## src/rtl/ttbps_pkg.sv

```systemverilog
// ----------------------------------------------------------------------------
// ttbps_pkg
// Shared widths, slot time tables and outcome codes for the timed two-bit
// pair sender.
// ----------------------------------------------------------------------------
package ttbps_pkg;

    localparam int unsigned PAIR_COUNT  = 4;
    localparam int unsigned COUNT_W     = 6;
    localparam int unsigned PAIR_IDX_W  = 2;
    localparam int unsigned S_DATA_W    = 16;
    localparam int unsigned M_DATA_W    = 8;

    typedef logic [COUNT_W-1:0] count_t;
    typedef logic [1:0]         outcome_t;

    localparam outcome_t OUTCOME_ATN_HIGH = 2'd0;
    localparam outcome_t OUTCOME_ATN_LOW  = 2'd1;
    localparam outcome_t OUTCOME_ABORTED  = 2'd2;

    localparam logic MODE_TICK   = 1'b0;
    localparam logic MODE_SUBMIT = 1'b1;

    // Slot times in microseconds; the last entry is the final release slot.
    typedef count_t slot_table_t [PAIR_COUNT+1];

    localparam slot_table_t SLOT_PAL  = '{6'd14, 6'd22, 6'd30, 6'd38, 6'd46};
    localparam slot_table_t SLOT_NTSC = '{6'd14, 6'd24, 6'd34, 6'd44, 6'd52};

endpackage

```

## src/rtl/timed_two_bit_pair_sender_unit.sv

```systemverilog
// ----------------------------------------------------------------------------
// timed_two_bit_pair_sender_unit
// Sends one byte over a two-wire serial bus as four timed bit pairs.
// ----------------------------------------------------------------------------
// The block takes one beat per clock cycle while s_tready is high and returns
// exactly one result beat per input beat, in the cycle after it. A submit beat
// loads a byte when the sender is idle; tick beats, one per microsecond, carry
// the sampled CLK, ATN and bus reset levels and advance the small sender state
// machine. The single output register sets the rate: s_tready is high whenever
// that register is empty or is being read in the same cycle, so a continuously
// ready sink sees one result per cycle. cfg_wr_en writes the PAL/NTSC slot time
// select; the user must write it only while no beat is in flight (not enforced).
module timed_two_bit_pair_sender_unit (
    input  logic                             aclk,
    input  logic                             aresetn,
    input  logic                             cfg_wr_en,
    input  logic                             cfg_wr_data,
    input  logic                             s_tvalid,
    output logic                             s_tready,
    // Fields from bit 0: byte_value[7:0], clk_level, atn_level, reset_idle, zero fill.
    input  logic [ttbps_pkg::S_DATA_W-1:0]   s_tdata,
    // Fields: mode.
    input  logic                             s_tuser,
    output logic                             m_tvalid,
    input  logic                             m_tready,
    // Fields from bit 0: clk_drive, data_drive, busy_res, byte_done, outcome[1:0],
    // zero fill.
    output logic [ttbps_pkg::M_DATA_W-1:0]   m_tdata
);

    typedef enum logic [2:0] {
        PH_IDLE,
        PH_WAIT_LOW,
        PH_WAIT_HIGH,
        PH_SEND,
        PH_HOLD,
        PH_SAMPLE
    } phase_t;

    phase_t                              phase_reg, phase_next;
    ttbps_pkg::count_t                   count_reg, count_next;
    logic [7:0]                          shift_reg, shift_next;
    logic [ttbps_pkg::PAIR_IDX_W-1:0]    pair_reg, pair_next;
    logic                                clk_out_reg, clk_out_next;
    logic                                data_out_reg, data_out_next;
    logic                                video_reg;
    logic                                m_tvalid_reg;
    logic [ttbps_pkg::M_DATA_W-1:0]      m_tdata_reg;

    logic                                accept;
    logic [7:0]                          byte_value;
    logic                                clk_level;
    logic                                atn_level;
    logic                                reset_idle;
    logic                                done;
    ttbps_pkg::outcome_t                 outcome;
    ttbps_pkg::count_t                   count_inc;
    ttbps_pkg::count_t                   pair_slot;
    ttbps_pkg::count_t                   final_slot;

    assign byte_value = s_tdata[7:0];
    assign clk_level  = s_tdata[8];
    assign atn_level  = s_tdata[9];
    assign reset_idle = s_tdata[10];

    assign s_tready = !m_tvalid_reg || m_tready;
    assign accept   = s_tvalid && s_tready;
    assign m_tvalid = m_tvalid_reg;
    assign m_tdata  = m_tdata_reg;

    assign count_inc  = count_reg + ttbps_pkg::count_t'(1);
    assign pair_slot  = video_reg ? ttbps_pkg::SLOT_NTSC[pair_reg]
                                  : ttbps_pkg::SLOT_PAL[pair_reg];
    assign final_slot = video_reg ? ttbps_pkg::SLOT_NTSC[ttbps_pkg::PAIR_COUNT]
                                  : ttbps_pkg::SLOT_PAL[ttbps_pkg::PAIR_COUNT];

    always_comb begin
        phase_next    = phase_reg;
        count_next    = count_reg;
        shift_next    = shift_reg;
        pair_next     = pair_reg;
        clk_out_next  = clk_out_reg;
        data_out_next = data_out_reg;
        done          = 1'b0;
        outcome       = ttbps_pkg::OUTCOME_ATN_HIGH;
        if (s_tuser == ttbps_pkg::MODE_SUBMIT) begin
            if (phase_reg == PH_IDLE) begin
                shift_next    = byte_value;
                data_out_next = 1'b1;
                count_next    = '0;
                pair_next     = '0;
                phase_next    = PH_WAIT_LOW;
            end
        end else begin
            unique case (phase_reg)
                PH_IDLE: begin
                end
                PH_WAIT_LOW: begin
                    if (!clk_level) begin
                        phase_next = PH_WAIT_HIGH;
                    end else if (!reset_idle) begin
                        phase_next = PH_IDLE;
                        done       = 1'b1;
                        outcome    = ttbps_pkg::OUTCOME_ABORTED;
                    end
                end
                PH_WAIT_HIGH: begin
                    if (clk_level) begin
                        phase_next = PH_SEND;
                        count_next = '0;
                        pair_next  = '0;
                    end else if (!reset_idle) begin
                        phase_next = PH_IDLE;
                        done       = 1'b1;
                        outcome    = ttbps_pkg::OUTCOME_ABORTED;
                    end
                end
                PH_SEND: begin
                    count_next = count_inc;
                    if (count_inc == pair_slot) begin
                        clk_out_next  = !shift_reg[0];
                        data_out_next = !shift_reg[1];
                        shift_next    = {2'b00, shift_reg[7:2]};
                        if (pair_reg == ttbps_pkg::PAIR_IDX_W'(ttbps_pkg::PAIR_COUNT - 1)) begin
                            phase_next = PH_HOLD;
                        end else begin
                            pair_next = pair_reg + ttbps_pkg::PAIR_IDX_W'(1);
                        end
                    end
                end
                PH_HOLD: begin
                    count_next = count_inc;
                    if (count_inc == final_slot) begin
                        clk_out_next  = 1'b1;
                        data_out_next = 1'b0;
                        phase_next    = PH_SAMPLE;
                    end
                end
                PH_SAMPLE: begin
                    phase_next = PH_IDLE;
                    done       = 1'b1;
                    outcome    = atn_level ? ttbps_pkg::OUTCOME_ATN_HIGH
                                           : ttbps_pkg::OUTCOME_ATN_LOW;
                end
                default: begin
                    phase_next = PH_IDLE;
                end
            endcase
        end
    end

    always_ff @(posedge aclk) begin
        if (!aresetn) begin
            phase_reg    <= PH_IDLE;
            count_reg    <= '0;
            shift_reg    <= '0;
            pair_reg     <= '0;
            clk_out_reg  <= 1'b1;
            data_out_reg <= 1'b0;
            video_reg    <= 1'b0;
            m_tvalid_reg <= 1'b0;
        end else begin
            if (cfg_wr_en) begin
                video_reg <= cfg_wr_data;
            end
            if (accept) begin
                phase_reg    <= phase_next;
                count_reg    <= count_next;
                shift_reg    <= shift_next;
                pair_reg     <= pair_next;
                clk_out_reg  <= clk_out_next;
                data_out_reg <= data_out_next;
                m_tvalid_reg <= 1'b1;
            end else if (m_tready) begin
                m_tvalid_reg <= 1'b0;
            end
        end
    end

    always_ff @(posedge aclk) begin
        if (accept) begin
            m_tdata_reg <= {2'b00, outcome, done, (phase_next != PH_IDLE),
                            data_out_next, clk_out_next};
        end
    end

endmodule

```

## config.mk

```make
export PLATFORM = sky130hd
export DESIGN_NAME = timed_two_bit_pair_sender_unit
export DESIGN_NICKNAME = d
export VERILOG_FILES = /design/src/rtl/ttbps_pkg.sv /design/src/rtl/timed_two_bit_pair_sender_unit.sv
export SDC_FILE = /design/constraint.sdc
export NUM_CORES = 1
export LEC_CHECK = 0
export ABC_AREA = 0
export CAP_MARGIN = 10
export CORE_AREA = 2 2 46 70
export CTS_CLUSTER_SIZE = 25
export DETAILED_ROUTE_END_ITERATION = 10
export DIE_AREA = 0 0 48 72
export DONT_BUFFER_PORTS = 1
export GPL_TIMING_DRIVEN = 0
export PLACE_DENSITY_LB_ADDON = 0.25
export SLEW_MARGIN = 30
export SYNTH_ARGS = -nofsm -noshare
export SYNTH_HDL_FRONTEND = slang
export SYNTH_SLANG_ARGS = --single-unit
```

## constraint.sdc

```tcl
create_clock -name aclk -period 4.2 [get_ports aclk]
set_clock_uncertainty 0.05 [all_clocks]
set_input_delay 0.21 -clock aclk [delete_from_list [all_inputs] [get_ports aclk]]
set_output_delay 0.21 -clock aclk [all_outputs]
set_load 0.02 [all_outputs]
```

# Word-level counts from Yosys, hierarchy flattened
# Memory sizes are Yosys's and may differ from the RTL's.
# Index checks and enable logic that the tools add are counted.
[classes]
n_addsub = 2
n_lt_le_gt_ge = 1
n_bitwise = 1
n_mux = 49
n_eq_ne = 12
reduce_logical = 16
[ops]
columns = ["op", "n"]
rows = [
  ["2-to-1 mux 6 bit", 8],
  ["2-to-1 mux 8 bit", 4],
  ["2-to-1 mux 3 bit", 8],
  ["2-to-1 mux 2 bit", 8],
  ["case mux 3 bit (5 select lines)", 1],
  ["2-to-1 mux 1 bit", 13],
  ["== test 6 bit", 2],
  ["case mux 6 bit (2 select lines)", 1],
  ["inequality test 3 bit, second input constant", 3],
  ["nonzero test 3 bit", 3],
  ["AND reduction 4 bit", 2],
  ["adder 6 x 1 -> 6 bit, second input constant", 1],
  ["== test 3 x 2 -> 1 bit, second input constant", 2],
  ["== test 3 bit, second input constant", 2],
  ["case mux 2 bit (3 select lines)", 1],
  ["AND reduction 6 bit", 1],
  ["nonzero test 2 bit", 3],
  ["2-to-1 mux 5 bit", 1],
  [">= comparator 3 x 4 -> 1 bit, second input constant", 1],
  ["case mux 1 bit (2 select lines)", 2],
  ["case mux 2 bit (2 select lines)", 1],
  ["== test 3 x 1 -> 1 bit, second input constant", 1],
  ["logical NOT 1 bit", 3],
  ["logical NOT 3 bit", 1],
  ["other kinds (8)", 8],
]
[totals]
elab_cells = 93
in_bits = 23
out_inout_bits = 10
n_memories = 2
mem_bits_ro = 96
regBits = 29
[mem_list]
columns = ["name", "depth", "width", "rd", "rd_clocked_by_memory_dff", "write_ports", "line", "rtl"]
rows = [
  ["(name not given)", 8, 6, 1, 0, 0, "timed_two_bit_pair_sender_unit.sv:73", ": ttbps_pkg::SLOT_PAL[pair_reg];"],
  ["(name not given)", 8, 6, 1, 0, 0, "timed_two_bit_pair_sender_unit.sv:72", "assign pair_slot = video_reg ? ttbps_pkg::SLOT_NTSC[pair_reg]"],
]

# Depth between registers and ports, before layout
[logic_depth]
ltp_word = 10
ltp_mapped = 11
mapped_depth_nobuf = 9

# Worst setup path before layout
# Ideal clock, no wire load.
[synth_path]
kind = "register -> register"
start = "register pair_reg[0] (netlist name)"
end = "register shift_reg[0]"
setup_slack_ns = 1.673
setup_time_ns = 0.116
arrival_time_ns = 2.361
path_stages_with_launch = 12
n_path_buf = 2
synth_period_minus_slack_ns = 2.527
cell_sequence = "dfxtp_1 -> inv_1 -> ha_1 -> nand2b_1 -> xnor2_1 -> nand3_1 -> or4_1 -> buf_6 -> o31ai_4 -> buf_6 -> nand2_1 -> o211a_1"
[synth_via]
elab_chain_cells = 8
word_cells_on_any_way = 11
[synth_rtl]
columns = ["item", "line", "rtl"]
rows = [
  ["start: declaration", "timed_two_bit_pair_sender_unit.sv:43", "logic [ttbps_pkg::PAIR_IDX_W-1:0] pair_reg, pair_next;"],
  ["start signal: assignment", "timed_two_bit_pair_sender_unit.sv:170", "pair_reg <= pair_next;"],
  ["inverter 2 -> 3 bit (implied by the code) (*)", "timed_two_bit_pair_sender_unit.sv:72, timed_two_bit_pair_sender_unit.sv:73", ""],
  ["memory (8 x 6 bit) (on tied branches)", "n/a", ""],
  ["2-to-1 mux 6 bit (on tied branches) (2 in series)", "timed_two_bit_pair_sender_unit.sv:73, timed_two_bit_pair_sender_unit.sv:72", ""],
  ["2-to-1 mux 6 bit (*)", "timed_two_bit_pair_sender_unit.sv:72", ""],
  ["== test 6 bit (*)", "timed_two_bit_pair_sender_unit.sv:120", "if (count_inc == pair_slot) begin"],
  ["nonzero test 2 bit (no source line) (*)", "n/a", ""],
  ["AND reduction 4 bit (no source line) (*)", "n/a", ""],
  ["end signal: assignment", "timed_two_bit_pair_sender_unit.sv:169", "shift_reg <= shift_next;"],
  ["end: declaration", "timed_two_bit_pair_sender_unit.sv:42", "logic [7:0] shift_reg, shift_next;"],
]
# Mark *: on every way between the ends. The rest lies on a longest branch, timed or not. The select of a mux whose other input is x is not followed.
# A chain may end at the register's enable or synchronous reset.

# Worst setup path after layout
[layout_path]
start = "register pair_reg[0] (netlist name)"
end = "register shift_reg[2]"
# Same word-level chain as after synthesis.

==> results.json <==
{
  "status": "completed",
  "worstHoldPathType": "in2reg",
  "cts_tree": "done",
  "ant_nets": 0,
  "post_cts_buffers": 0,
  "final_util_pct": 69.3,
  "fin_setup_tns_ps": 0,
  "drtPass1Iterations": 5,
  "grt_max_degree": 11,
  "start_util_pct": 64.2,
  "timing.final.crit_period_ps": 2840,
  "syn_area_sq_um": 1830,
  "power.density_nw_per_um2": 313,
  "cts_resized": 0,
  "relSlewSlack_pct": 57.8,
  "grt_antenna_before_repair": 0,
  "yosys_warnings": 0,
  "yosys_register_bits": 29,
  "h-tree-depth": 2,
  "synth_top_area_share_pct": 25.1,
  "fmax_ghz": 0.352,
  "min_from": "aresetn",
  "tightestPinTransition_ps": 629,
  "cts_root_buffer": "clkbuf_8",
  "wirelength_microns": 3970,
  "numCtsBuffers": 5,
  "drt_iter0_drc": 60,
  "cts_buffer_depth": 2,
  "numClockSinks": 29,
  "vias": 1555,
  "slew_violations": 0,
  "nNetsFinal": 251,
  "vias_per_cell": 5.89,
  "dp.cells": 256,
  "crit_type": "reg2reg",
  "track_usage_pct": 27.2,
  "avgSynthCellArea_sq_um": 8.48,
  "yosys.cell_count.top_type": "nand2_1",
  "synthFlopType": "dfxtp_1",
  "n_antenna_cell": 0,
  "largest_reg_flops": 8,
  "yosys-top-cells-area": "dfxtp_1 (25%), edfxtp_1 (9.8%), nand2_1 (5.7%), mux2i_1 (4.4%), nor2_1 (3.9%)",
  "fp-row-count": 24,
  "overflow": 0,
  "drive_above_1_share_pct": 11.6,
  "hold_buffers": 0,
  "synth-edff-count": 6,
  "grt_pass1_wl_microns": 6720,
  "yosysUniqueCellTypes": 50,
  "stdcell_area_sq_um": 1980,
  "routedWlPerCell_microns": 15.0,
  "startpoint_type": "register",
  "ios": 33,
  "synthTopCellsByCount": "nand2_1 (28), dfxtp_1 (23), nor2_1 (19)",
  "finalSetupViolCount": 0,
  "crit_start": "pair_reg[0]",
  "synth_top_area_cell": "dfxtp_1",
  "place.gp.congestion": 0.933,
  "ir_drop_mv": 0.221,
  "num-fill-cells": 246,
  "place_hpwl_microns": 2960,
  "die_area_sq_um": 3460,
  "worstSetupEndpointType": "register",
  "worstPathMaxFanout": 10,
  "ys_seq_area_share_pct": 35.0,
  "ys_async_sr_fraction_pct": 0,
  "crit_arrival_ps": 2970,
  "r2r-start": "pair_reg[0]",
  "netlist_instances": 216,
  "grt_pass1_vias": 1549,
  "core_area_sq_um": 2850,
  "clkSlewWorstSetupHoldPaths_ps": 70,
  "leakage_nw": 0.806,
  "dieWidth_microns": 48,
  "syn_to_final_growth_pct": 7.85,
  "period_share_pct": 67.6,
  "fin_cells": 264,
  "maxCapViolCount": 0,
  "dieHeight_microns": 72,
  "rsz0062_at_grt": "false",
  "drc": 0,
  "portBuffers": 0,
  "hold_viol_final": 0,
  "place_area_sq_um": 1880,
  "clock_latency_ps": 290,
  "cp.required_ps": 4330
}
-- power by group --
part	internal (mW)	leakage (nW)	total [mW]	switching, mW
registers	0.299	0.245	0.312	0.0126
clock network	0.114	0.0439	0.228	0.114
logic	0.0311	0.517	0.0785	0.0475
total	0.444	0.806	0.619	0.175
-- worst paths after layout --
kind | endpoint | slack, ps | cells after the start
max | shift_reg[2] | 1360 | 11
min reg2reg | shift_reg[0] | 450 | 1
max reg2reg | shift_reg[2] | 1360 | 11
min | phase_reg[1] | 5 | 2
-- logic make-up after synthesis --
group | Yosys count | share of synthesized area, %
flip-flops | 29 | 35.0
buffers and inverters | 25 | 8.20
XOR/XNOR | 10 | 5.94
AND/OR/NAND/NOR | 86 | 23.4
adder cells (fa/ha/maj) | 4 | 2.73
other | 1 | 0.205
multiplexers | 8 | 4.37
AO/OA/AOI/OAI | 53 | 20.2
-- per-stage QoR --
stage	total power [mW]	setup slack (ps)	hold WS, ps
floorplan	0.379	1670	298
global placement	0.391	1520	304
detailed placement	0.394	1420	307
CTS	0.616	1380	6.10
global route	0.643	1210	22.6
finish	0.619	1360	5.42
-- worst max-delay path, cell delays in order, from the launching register on --
cell	delay (ps)
dfxtp_1	460
inv_1	90
ha_1	340
nand2b_1	170
xnor2_1	150
nand3_1	90
or4_1	540
buf_6	170
o31ai_4	310
buf_6	180
nand2_1	60
o211a_1	120
-- metal layers --
metal	GRT usage, %	routed length [microns]	vias to the layer above	part of all wire, %
li1	-	-	769	-
met1	27.8	1500	721	38
met2	48.1	2210	54	56
met3	6.22	159	11	4.0
met4	13.5	94	0	2.4
met5	0	0	-	0
-- layout make-up --
class	count	area (sq um)	share of cell area [%]
Inverter	11	41.3	2.09
Sequential cell	29	641	32.4
Buffer	14	109	5.51
Tap cell	39	48.8	2.47
Multi-Input combinational cell	163	1050	53.1
Clock inverter	3	17.5	0.887
Clock buffer	5	68.8	3.48
-- layout by cell type, fill, tap and decap left out, types with 6 or more instances in the layout --
cell type  synthesis  routed
a21oi_1           12      12
dfxtp_1           23      23
edfxtp_1           6       6
inv_1             11      11
mux2i_1            8       8
nand2_1           28      28
nor2_1            19      19
nor3_1             6       6
o211a_1            6       6
o21ai_0           12      12
Note: power is estimated with default switching activity, not from simulation.
